`src/mura_pkg.sv`:
```
package mura_pkg;

	localparam int NUM_RES    = 4;
	localparam int NUM_PROC   = 16;
	localparam int WAIT_DEPTH = 16;
	localparam int RES_W      = 2;
	localparam int PROC_W     = 4;
	localparam int WPTR_W     = 4;
	localparam int WCNT_W     = 5;
	localparam int HELD_W     = RES_W + PROC_W;

	typedef enum logic [2:0] {
		ST_GRANTED   = 3'd0,
		ST_BLOCKED   = 3'd1,
		ST_REQERR    = 3'd2,
		ST_RELEASED  = 3'd3,
		ST_EXCEEDED  = 3'd4,
		ST_UNBLOCKED = 3'd5
	} status_t;

	localparam logic FUNC_REQUEST = 1'b0;
	localparam logic FUNC_RELEASE = 1'b1;

	typedef struct packed {
		logic       func;
		logic [3:0] proc_id;
		logic [1:0] res_id;
		logic [3:0] units;
	} in_word_t;

	typedef struct packed {
		logic [2:0] status;
		logic [3:0] who;
		logic [3:0] count;
		logic       last;
	} out_word_t;

	typedef enum logic [2:0] {
		S_IDLE,
		S_READ,
		S_EXEC,
		S_WREAD,
		S_WCHECK,
		S_OUT
	} state_t;

endpackage

```
`src/mura_ram.sv`:
```
// Generic single-port-write, registered-read RAM.
module mura_ram #(
	parameter int DEPTH = 16,
	parameter int WIDTH = 8,
	parameter int AW    = $clog2(DEPTH)
) (
	input  logic             clk,
	input  logic             we,
	input  logic [AW-1:0]    waddr,
	input  logic [WIDTH-1:0] wdata,
	input  logic [AW-1:0]    raddr,
	output logic [WIDTH-1:0] rdata
);
	logic [WIDTH-1:0] mem [DEPTH];

	always_ff @(posedge clk) begin
		if (we)
			mem[waddr] <= wdata;
		rdata <= mem[raddr];
	end
endmodule

```
`src/multi_unit_resource_allocator.sv`:
```
// Multi-unit resource allocator: counting semaphore per resource with a
// FIFO wait queue per resource.
// Input channel (in_valid/in_stall/in_data): one word is a request or a
// release of units of one resource by one process. in_stall is high while
// an item is being worked on and during the post-reset clear.
// Output channel (out_valid/out_stall/out_data): one result word per
// grant, block, error, release or unblocked waiter; last marks the final
// word of an item. A stalled word holds until taken, and the sequencer
// waits in place (input stays stalled) until the output register frees.
// Config channel (cfg_valid/cfg_ready/cfg_index/cfg_data): sets a
// resource's total and refills its free units. cfg_ready is high only
// while idle.
// Sequence: an item is taken in IDLE, READ reads the held-count and
// queue-head RAMs, EXEC decides and writes the result word to the output
// register; the next input word is taken only back in IDLE. Each
// unblocked waiter passes WREAD (queue entry capture, held-count read),
// WCHECK (grant) and OUT (its word). The registered RAM reads set this order.
// Reset: totals 1,2,3,4, free units equal to totals, queues empty. The
// held-count table is cleared by a sweep over its 64 entries after
// reset, during which no item is accepted.
module multi_unit_resource_allocator (
	input  logic                 clk,
	input  logic                 arst_n,
	input  logic                 in_valid,
	output logic                 in_stall,
	input  mura_pkg::in_word_t   in_data,
	output logic                 out_valid,
	input  logic                 out_stall,
	output mura_pkg::out_word_t  out_data,
	input  logic                 cfg_valid,
	output logic                 cfg_ready,
	input  logic [1:0]           cfg_index,
	input  logic [3:0]           cfg_data
);
	mura_pkg::state_t st_q, st_d;

	logic [3:0] total_q [mura_pkg::NUM_RES];
	logic [3:0] free_q  [mura_pkg::NUM_RES];
	logic [mura_pkg::WPTR_W-1:0] head_q [mura_pkg::NUM_RES];
	logic [mura_pkg::WCNT_W-1:0] wcnt_q [mura_pkg::NUM_RES];

	mura_pkg::in_word_t item_q;
	mura_pkg::out_word_t obuf_q, word_d;
	logic ovalid_q;
	logic [mura_pkg::HELD_W:0] clr_q;
	logic clearing;
	logic [3:0] wproc_q, wneed_q;

	// held-count RAM: {proc, res} -> units held
	logic                        h_we;
	logic [mura_pkg::HELD_W-1:0] h_waddr, h_raddr;
	logic [3:0]                  h_wdata, h_rdata;
	// wait queue RAM: {res, slot} -> {proc, need}
	logic                        q_we;
	logic [mura_pkg::RES_W+mura_pkg::WPTR_W-1:0] q_waddr, q_raddr;
	logic [7:0]                  q_wdata, q_rdata;

	logic [1:0] r;
	logic [3:0] tot, fr;
	logic [4:0] sum;
	logic [mura_pkg::WPTR_W-1:0] hd, tail_slot;
	logic [mura_pkg::WCNT_W-1:0] wc;
	logic [3:0] rel, fsat;
	logic [4:0] fsum;
	logic [4:0] hsum;
	logic req_err, req_wait, q_full, req_block, req_grant;
	logic wake_first, wake_next, emit;

	mura_ram #(.DEPTH(mura_pkg::NUM_PROC * mura_pkg::NUM_RES), .WIDTH(4)) u_held (
		.clk, .we(h_we), .waddr(h_waddr), .wdata(h_wdata),
		.raddr(h_raddr), .rdata(h_rdata));
	mura_ram #(.DEPTH(mura_pkg::NUM_RES * mura_pkg::WAIT_DEPTH), .WIDTH(8)) u_wait (
		.clk, .we(q_we), .waddr(q_waddr), .wdata(q_wdata),
		.raddr(q_raddr), .rdata(q_rdata));

	assign clearing  = !clr_q[mura_pkg::HELD_W];
	assign in_stall  = (st_q != mura_pkg::S_IDLE) || clearing;
	assign cfg_ready = (st_q == mura_pkg::S_IDLE);
	assign out_valid = ovalid_q;
	assign out_data  = obuf_q;

	assign r    = item_q.res_id;
	assign tot  = total_q[r];
	assign fr   = free_q[r];
	assign hd   = head_q[r];
	assign wc   = wcnt_q[r];
	assign sum  = {1'b0, h_rdata} + {1'b0, item_q.units};
	assign rel  = (item_q.units < h_rdata) ? item_q.units : h_rdata;
	assign fsum = {1'b0, fr} + {1'b0, rel};
	assign fsat = fsum[4] ? 4'd15 : fsum[3:0];
	assign hsum = {1'b0, h_rdata} + {1'b0, wneed_q};
	assign tail_slot = hd + wc[mura_pkg::WPTR_W-1:0];

	// request decision
	assign req_err   = (item_q.units > tot) || (sum > {1'b0, tot});
	assign req_wait  = (item_q.units > fr) || (wc != '0);
	assign q_full    = (wc >= 5'(mura_pkg::WAIT_DEPTH));
	assign req_block = !req_err && req_wait && !q_full;
	assign req_grant = !req_err && !req_wait;

	// q_rdata holds the current head entry of the item's resource
	assign wake_first = (wc != '0) && (q_rdata[3:0] <= fsat);
	assign wake_next  = (wc != '0) && (q_rdata[3:0] <= fr);

	// a word leaves the sequencer once the output register is free
	assign emit = ((st_q == mura_pkg::S_EXEC) || (st_q == mura_pkg::S_OUT)) &&
		(!ovalid_q || !out_stall);

	always_comb begin
		word_d.status = mura_pkg::ST_REQERR;
		word_d.who    = item_q.proc_id;
		word_d.count  = 4'd0;
		word_d.last   = 1'b1;
		if (st_q == mura_pkg::S_OUT) begin
			word_d.status = mura_pkg::ST_UNBLOCKED;
			word_d.who    = wproc_q;
			word_d.count  = wneed_q;
			word_d.last   = !wake_next;
		end else if (item_q.func == mura_pkg::FUNC_RELEASE) begin
			word_d.status = (item_q.units > h_rdata) ?
				mura_pkg::ST_EXCEEDED : mura_pkg::ST_RELEASED;
			word_d.count  = rel;
			word_d.last   = !wake_first;
		end else if (req_block) begin
			word_d.status = mura_pkg::ST_BLOCKED;
			word_d.count  = item_q.units;
		end else if (req_grant) begin
			word_d.status = mura_pkg::ST_GRANTED;
			word_d.count  = item_q.units;
		end
	end

	always_comb begin
		st_d = st_q;
		unique case (st_q)
			mura_pkg::S_IDLE:   if (in_valid && !clearing) st_d = mura_pkg::S_READ;
			mura_pkg::S_READ:   st_d = mura_pkg::S_EXEC;
			mura_pkg::S_EXEC: begin
				if (emit) begin
					if (item_q.func == mura_pkg::FUNC_RELEASE && wake_first)
						st_d = mura_pkg::S_WREAD;
					else
						st_d = mura_pkg::S_IDLE;
				end
			end
			mura_pkg::S_WREAD:  st_d = mura_pkg::S_WCHECK;
			mura_pkg::S_WCHECK: st_d = mura_pkg::S_OUT;
			mura_pkg::S_OUT: begin
				if (emit) begin
					if (wake_next) st_d = mura_pkg::S_WREAD;
					else st_d = mura_pkg::S_IDLE;
				end
			end
			default: st_d = mura_pkg::S_IDLE;
		endcase
	end

	// RAM ports: WREAD reads the waiter's held count, WCHECK prefetches
	// the entry behind the head
	always_comb begin
		h_raddr = {item_q.proc_id, r};
		q_raddr = {r, hd};
		h_we    = 1'b0;
		h_waddr = {item_q.proc_id, r};
		h_wdata = '0;
		q_we    = (st_q == mura_pkg::S_EXEC) && emit &&
			(item_q.func == mura_pkg::FUNC_REQUEST) && req_block;
		q_waddr = {r, tail_slot};
		q_wdata = {item_q.proc_id, item_q.units};
		case (st_q)
			mura_pkg::S_WREAD:  h_raddr = {q_rdata[7:4], r};
			mura_pkg::S_WCHECK: q_raddr = {r, hd + 1'b1};
			default: ;
		endcase
		if (clearing) begin
			h_we    = 1'b1;
			h_waddr = clr_q[mura_pkg::HELD_W-1:0];
		end else if (st_q == mura_pkg::S_EXEC && emit) begin
			if (item_q.func == mura_pkg::FUNC_REQUEST) begin
				h_we    = req_grant;
				h_wdata = sum[3:0];
			end else begin
				h_we    = 1'b1;
				h_wdata = h_rdata - rel;
			end
		end else if (st_q == mura_pkg::S_WCHECK) begin
			h_we    = 1'b1;
			h_waddr = {wproc_q, r};
			h_wdata = hsum[4] ? 4'd15 : hsum[3:0];
		end
	end

	always_ff @(posedge clk or negedge arst_n) begin
		if (!arst_n) begin
			st_q     <= mura_pkg::S_IDLE;
			ovalid_q <= 1'b0;
			obuf_q   <= '0;
			item_q   <= '0;
			clr_q    <= '0;
			wproc_q  <= '0;
			wneed_q  <= '0;
			for (int i = 0; i < mura_pkg::NUM_RES; i++) begin
				total_q[i] <= 4'(i + 1);
				free_q[i]  <= 4'(i + 1);
				head_q[i]  <= '0;
				wcnt_q[i]  <= '0;
			end
		end else begin
			st_q     <= st_d;
			ovalid_q <= emit || (ovalid_q && out_stall);
			if (emit) obuf_q <= word_d;
			if (clearing) clr_q <= clr_q + 1'b1;
			if (st_q == mura_pkg::S_IDLE && in_valid && !clearing) item_q <= in_data;
			if (st_q == mura_pkg::S_WREAD) begin
				wproc_q <= q_rdata[7:4];
				wneed_q <= q_rdata[3:0];
			end
			// config only lands while idle, so it never meets an update below
			if (cfg_valid && cfg_ready) begin
				total_q[cfg_index] <= cfg_data;
				free_q[cfg_index]  <= cfg_data;
			end else if (st_q == mura_pkg::S_EXEC && emit) begin
				if (item_q.func == mura_pkg::FUNC_REQUEST) begin
					if (req_block)
						wcnt_q[r] <= wc + 1'b1;
					else if (req_grant)
						free_q[r] <= fr - item_q.units;
				end else begin
					free_q[r] <= fsat;
				end
			end else if (st_q == mura_pkg::S_WCHECK) begin
				// waiter granted: need already checked against free units
				free_q[r] <= fr - wneed_q;
				head_q[r] <= hd + 1'b1;
				wcnt_q[r] <= wc - 1'b1;
			end
		end
	end
endmodule

```
`config.mk`:
```
export PLATFORM = sky130hd
export DESIGN_NAME = multi_unit_resource_allocator
export DESIGN_NICKNAME = d
export VERILOG_FILES = /design/src/mura_pkg.sv /design/src/mura_ram.sv /design/src/multi_unit_resource_allocator.sv
export SDC_FILE = /design/constraint.sdc
export NUM_CORES = 1
export LEC_CHECK = 0
export ABC_AREA = 1
export BUFFER_PORTS_ARGS = -buffer_cell sky130_fd_sc_hd__buf_2
export CAP_MARGIN = 20
export CELL_PAD_IN_SITES_DETAIL_PLACEMENT = 1
export CELL_PAD_IN_SITES_GLOBAL_PLACEMENT = 2
export CORE_MARGIN = 8
export CORE_UTILIZATION = 31
export CTS_CLUSTER_SIZE = 25
export DETAILED_ROUTE_END_ITERATION = 7
export PLACE_DENSITY_LB_ADDON = 0.1
export SYNTH_ARGS = -nofsm -noshare
export SYNTH_HDL_FRONTEND = slang
export SYNTH_HIERARCHICAL = 1
export SYNTH_SLANG_ARGS = --single-unit
```
`constraint.sdc`:
```
create_clock -name clk -period 10.3 [get_ports clk]
set_input_delay 1.545 -clock clk [delete_from_list [all_inputs] [get_ports clk]]
set_output_delay 1.545 -clock clk [all_outputs]
set_load 0.005 [all_outputs]
```
### Word-level counts from Yosys, hierarchy flattened

Memory sizes are Yosys's and may differ from the RTL's. A register that Yosys moved wholly into a read port is not among the register bits.
Index checks and enable logic that the tools add are counted.

* flip-flop bits (word level): 110
* memory bits (writable): 768
* output and inout port bits: 15
* logic and storage cells: 186
* memories: 2

* add/subtract/negate cells: 11
* magnitude comparators: 12
* equal/unequal tests: 12
* mux-type cells: 74
* bitwise logic cells: 5
* reductions and logical operators: 40

Memory list
* u_wait.mem: depth 64, width 8, rd ports 1, clocked after memory_dff 1, write ports 1, line mura_ram.sv:14 `logic [WIDTH-1:0] mem [DEPTH];`
* u_held.mem: depth 64, width 4, rd ports 1, clocked after memory_dff 1, write ports 1, line mura_ram.sv:14

Operator list (count)
* 16-bit bitwise mux: 6
* 16-bit 2-to-1 mux: 6
* 20-bit 2-to-1 mux: 4
* 4-bit 2-to-1 mux: 20
* 20-bit bitwise mux: 2
* 4-bit binary-select mux with 2-bit select: 3
* 6-bit 2-to-1 mux: 4
* 5-bit 2-to-1 mux: 4
* 3-bit 2-to-1 mux: 6
* 3-bit case mux with 6 select lines: 1
* 1-bit logical AND: 17
* 4-bit demux with 2-bit select: 2
* 4-bit by 4-bit adder with 5-bit output: 3
* 4-bit > comparator: 3
* 4-bit subtractor: 3
* 5-bit binary-select mux with 2-bit select: 1
* 5-bit demux with 2-bit select: 1
* 1-bit 2-to-1 mux: 9
* 3-bit AND reduction: 3
* 4-bit <= comparator: 2
* 1-bit logical NOT: 8
* 2-bit 2-to-1 mux: 4
* 2-bit inequality test, second input constant: 4
* 4-bit inequality test, second input constant: 2
* other kinds (23): 36

### Longest topological paths before layout

* depth after elaboration: 13
* depth in mapped cells: 25
* depth with buffers taken out: 25

### Hierarchy

Netlist, hierarchy kept.

By module, submodules not included
* mura_ram (u_wait): times used 1, cells an instance 1805, area each 21339.2 um^2, sequential area each 15534.9 um^2
* mura_ram (u_held): times used 1, cells an instance 948, area each 10881.7 um^2, sequential area each 7767.4 um^2
* multi_unit_resource_allocator: times used 1, cells an instance 972, area each 7268.2 um^2, sequential area each 2765.2 um^2

### Worst setup path after synthesis

OpenSTA, ideal clock, no wires.

* kind: flip-flop to flip-flop
* from: reg item_q[1] (netlist name)
* to: mem u_held.mem[0][1] (data pin)
* arrival time: 5793 ps
* slack: 3739 ps
* stages on the path, launching flop included: 12
* buffers on the path: 0
* clock period less this slack: 6561 ps
* cell sequence: dfrtp_1 ha_1 inv_1 nor2_1 o21ai_0 nand2_1 o21ai_0 ha_1 inv_1 fa_1 nor2_1 a311oi_1

* word-level cells in the longest chain between the ends: 6
* elaborated cells on any way between the ends: 7
* those cells by class: 2 x add/sub; 1 x order compare; 4 x mux

Ends and longest elaborated chain
* start: declaration: line multi_unit_resource_allocator.sv:42 `mura_pkg::in_word_t item_q;`
* start signal: assignment: line multi_unit_resource_allocator.sv:213 `if (st_q == mura_pkg::S_IDLE && in_valid && !clearing) item_q <= in_data;`
* 4-bit less-than comparator: line multi_unit_resource_allocator.sv:88 `assign rel = (item_q.units < h_rdata) ? item_q.units : h_rdata;`
* 4-bit 2-to-1 mux: line multi_unit_resource_allocator.sv:88
* 4-bit subtractor: line multi_unit_resource_allocator.sv:184 `h_wdata = h_rdata - rel;`
* 4-bit 2-to-1 mux *: line multi_unit_resource_allocator.sv:179 `if (item_q.func == mura_pkg::FUNC_REQUEST) begin`
* 4-bit 2-to-1 mux *: line multi_unit_resource_allocator.sv:178 `end else if (st_q == mura_pkg::S_EXEC && emit) begin`
* 4-bit 2-to-1 mux *: line multi_unit_resource_allocator.sv:175 `if (clearing) begin`
* net h_wdata[1]: line multi_unit_resource_allocator.sv:52 `logic [3:0] h_wdata, h_rdata;`
* end: declaration: line mura_ram.sv:14

Mark *: on every way through the listed nets, which the timed path passes. The rest lies on a longest branch.

### Final worst setup path

* from: reg item_q (netlist bit r[0])
* to: reg u_wait.rdata[1] (read register of u_wait.mem)

* word-level cells in the longest chain between the ends: 6

Ends and longest elaborated chain
* 2-bit inverter with 3-bit output (not written as such) *: line multi_unit_resource_allocator.sv:85 `assign hd = head_q[r];`
* 4-bit binary-select mux with 2-bit select *: line multi_unit_resource_allocator.sv:85
* 4-bit 2-to-1 mux (not written as such) * (2 in series): line multi_unit_resource_allocator.sv:85
* 4-bit by 1-bit adder with 4-bit output: line multi_unit_resource_allocator.sv:172 `mura_pkg::S_WCHECK: q_raddr = {r, hd + 1'b1};`
* 4-bit 2-to-1 mux *: line multi_unit_resource_allocator.sv:170 `case (st_q)`
* net q_raddr, one bit: line multi_unit_resource_allocator.sv:55 `logic [mura_pkg::RES_W+mura_pkg::WPTR_W-1:0] q_waddr, q_raddr;`
* end: declaration: line mura_ram.sv:12 `output logic [WIDTH-1:0] rdata`

Mark *: on every way through the listed nets, which the timed path passes. The rest lies on a longest branch. The select of a mux whose other input is x is not followed.
A chain may end at the register's enable or synchronous reset.

==> implementation parameters <==
Parameter                              Value

Routing
  DRC violation total after the first TritonRoute iteration    1859
  Iteration count of the initial detailed-routing pass    5
  Average detailed-routed wire length per instance    23.5 um
  Final routed wirelength across all metal layers    129 mm
  Antenna violation net count after detailed routing    0
  Count of vias placed by the detailed router    between 20000 and 30000
  Via density per instance    4.98
  DRC violations left    0

Synth
  Synth Net Count    3803
  Cell taking the most area after synthesis    sky130_fd_sc_hd__edfxtp_1
  Cell area after synthesis    between 30000 and 40000 sq um
  Leading post-synthesis cells by instance count    sky130_fd_sc_hd__nand2_1 (1317), sky130_fd_sc_hd__edfxtp_1 (768), sky130_fd_sc_hd__nand3_1 (723), sky130_fd_sc_hd__nor2_1 (159), sky130_fd_sc_hd__inv_1 (120)
  Post-Syn Instances    3725
  Number of distinct library cells after synthesis    48
  Sequential element share of the synthesized area    0.660
  Top cells by area in the synthesized netlist    sky130_fd_sc_hd__edfxtp_1 (58%), sky130_fd_sc_hd__nand2_1 (13%), sky130_fd_sc_hd__nand3_1 (9.2%)
  Number of synthesized flops with an enable pin    768
  Flip-flop and latch count after synthesis    890
  Async SR Flop Fraction    0.124
  Top cell type's share of synthesized area    0.584
  Most used standard cell by instance count after synthesis    sky130_fd_sc_hd__nand2_1
  Synth warn    6
  Commonest register cell after synthesis    sky130_fd_sc_hd__edfxtp_1
  Mapped Avg Cell Area    10.6 sq um

Die
  Initial cell density of the core    0.311
  Die Wd    373 um
  Chip height    between 300 and 400 um
  Area of the die    139000 sq um
  Count of standard-cell rows    131
  Ports    37
  Core Box Area    ~130000 sq um

Critical path
  Master of the slowest instance on the critical path    sky130_fd_sc_hd__dfrtp_4
  Chain of cells forming the critical path    inv_2 > nor2_2 > a22oi_1 > nand2_1 > xor2_4 > buf_4 > buf_4 > buf_4 > nand2_1 > nand3_1 > nand3_1 > nand2_1 > nand2_1 > nand3_1 > nand3_1 > nand2_1
  Buffers and inverters on the worst path    4
  Highest fanout seen on the critical path    95
  CP Class    reg2reg
  CP max stage delay    about 0.93 ns
  Startpoint Class    register
  Kind of cell adding the most delay to the critical path    buffers and inverters
  Arr. time, crit path    6.92 ns
  Critical path capture point type    register
  Required @ worst endpoint    10.92 ns
  Cell with the most instances on the worst path    sky130_fd_sc_hd__nand2_1

Power
  Static Leakage    roughly 17 nW
  Worst-case vdd ir drop    211 uV
  Overall power after layout    11.8 mW
  Power density cells    265 nW/um^2

Timing
  Post-route minimum period    approximately 6.3 ns
  RSZ-0062 raised after global routing    no
  Period utilization    0.611
  Worst Hold Slack    0.474 ns
  Number of hold-slack violations in the final timing report    0
  Min setup slack post-route    4.01 ns
  Setup TNS after final layout    0 ns
  Pin slew with the least headroom to its limit    1.09 ns
  Count of final max-slew check failures    0
  Clock skew after layout    0.0226 ns
  Worst slew margin relative to its limit    0.276
  Highest attainable clock frequency    159 MHz
  Final setup fails    0

Placement
  Number of buffers added on ports    36
  Worst-case setup slack after placement    just under 4 ns
  Final estimated routing congestion in global placement    0.804
  Standard cell area after detailed placement    41000 sq um
  Placed Instances    around 5300
  Post-detail-place hpwl    between 80 and 90 mm

Global route
  All-layer global routing usage    0.182
  Antenna violations before repair    0
  Wire length of the first global-routing pass    192 mm
  Total congestion overflow    0
  Number of global-route vias before repair    29267
  Pin count of the biggest net entering global routing    154

Clocking
  Clock tree from TritonCTS    built
  Clock sinks    890
  CTS clock-pin slew for the worst setup and hold paths    0.06 ns
  Clock H-tree levels    3
  CTS Root Buffer Type    sky130_fd_sc_hd__clkbuf_16
  Number of buffers created by CTS    106
  Insertion delay of the later-clocked pin in the worst-skew pair    0.70 ns
  Buffers inserted during post-CTS setup optimization    0
  Buffer depth of the longest clock path    3
  Post-cts repair resize count    0
  Hold-fix buffers at CTS    0

Run status
  Run status    completed

Final layout
  Final std cells w/o fill    5489
  Area added between synthesis and finish    12.7%
  Area of all placed cells without fillers    roughly 44000 sq um
  Count of nets after finishing    3818
  Fillcell total    ~14000
  Share of the core filled with cells in the final layout    0.350
  Share of cells above drive strength 1    0.0855

Min path
  Path type of the worst min-delay path    reg2reg

Job
  Total of max-cap violations    0
==> worst paths after layout <==
path	startpoint	endpoint	slack (ns)	depth (start not counted)
min	free_q[5]$_DFFE_PN1P_	free_q[5]$_DFFE_PN1P_	0.47	2
max reg2reg	r[0]$_DFFE_PN0P_	u_wait/rdata[1]$_DFF_P_	4.01	16
max in group asynchronous	arst_n	item_q[6]$_DFFE_PN0P_	7.99	2
max	r[0]$_DFFE_PN0P_	u_wait/rdata[1]$_DFF_P_	4.01	16
min in group asynchronous	arst_n	head_q[0]$_DFFE_PN0P_	0.87	1
min reg2reg	free_q[5]$_DFFE_PN1P_	free_q[5]$_DFFE_PN1P_	0.47	2
==> tightest hold or removal path: stages, from the launching register on <==
cell	delay, ns
sky130_fd_sc_hd__dfstp_2	0.37
sky130_fd_sc_hd__nand2_1	0.06
sky130_fd_sc_hd__nand2_1	0.05
==> final cells by class <==
type,instances,area (sq um),share of cell area
Antenna cell,1,2.50,0.0000563
Clock buffer,141,2890,0.0649
Clock inverter,53,517,0.0116
Inverter,132,509,0.0114
Multi-Input combinational cell,2511,11700,0.262
Sequential cell,890,26100,0.586
Tap cell,1662,2080,0.0467
Timing Repair Buffer,99,731,0.0164
==> flip-flops by register name (all words and copies together) (netlist names), named ones only <==
| signal | flops |
|---|---|
| clr_q | 7 |
| free_q | 16 |
| head_q | 16 |
| item_q | 9 |
| out_data | 12 |
| out_valid | 1 |
| r | 2 |
| st_q | 3 |
| total_q | 16 |
| u_held/mem | 256 |
| u_held/rdata | 4 |
| u_wait/mem | 512 |
| u_wait/rdata | 8 |
| wcnt_q | 16 |
| wneed_q | 4 |
| wproc_q | 4 |
==> logic make-up (layout without fill, tap and decap cells) <==
kind of cell,count (synthesis),count (layout),share of synthesized area
XOR/XNOR,20,20,0.00444
other,0,1,0
buffers and inverters,324,425,0.0472
AND/OR/NAND/NOR,2295,2295,0.249
flip-flops,890,890,0.660
AO/OA/AOI/OAI,140,140,0.0203
adder cells (fa/ha/maj),56,56,0.0191
==> per-layer routing <==
| metal | track usage | up-vias | share of wire |
|---|---|---|---|
| met5 | 0 | - | 0 |
| met3 | 0.0249 | 207 | 0.033 |
| met2 | 0.298 | 450 | 0.47 |
| met4 | 0.0668 | 0 | 0.035 |
| li1 | - | 12914 | - |
| met1 | 0.246 | 13774 | 0.46 |
==> layout by cell type, fill, tap and decap left out, types with 12 or more instances in the layout <==
cell and instances:
sky130_fd_sc_hd__nand3_1 723, sky130_fd_sc_hd__inv_1 119, sky130_fd_sc_hd__ha_1 49, sky130_fd_sc_hd__dfxtp_1 12
sky130_fd_sc_hd__dfrtp_1 90, sky130_fd_sc_hd__nor4_1 16, sky130_fd_sc_hd__clkbuf_16 108, sky130_fd_sc_hd__edfxtp_1 768
sky130_fd_sc_hd__buf_4 59, sky130_fd_sc_hd__clkbuf_1 27, sky130_fd_sc_hd__nand2_1 1317, sky130_fd_sc_hd__buf_2 35
sky130_fd_sc_hd__clkinv_2 27, sky130_fd_sc_hd__o21ai_0 71, sky130_fd_sc_hd__a21oi_1 25, sky130_fd_sc_hd__nor2_1 158
sky130_fd_sc_hd__nand4_1 46
==> where the power goes <==
part / total (mW) / internal (mW) / switching [mW]
Sequential: 4.31 / 4.10 / 0.209
Combinational: 3.79 / 1.06 / 2.73
Clock: 3.68 / 2.17 / 1.52
Total: 11.8 / 7.32 / 4.46
Power figures use the tool's default switching activity.
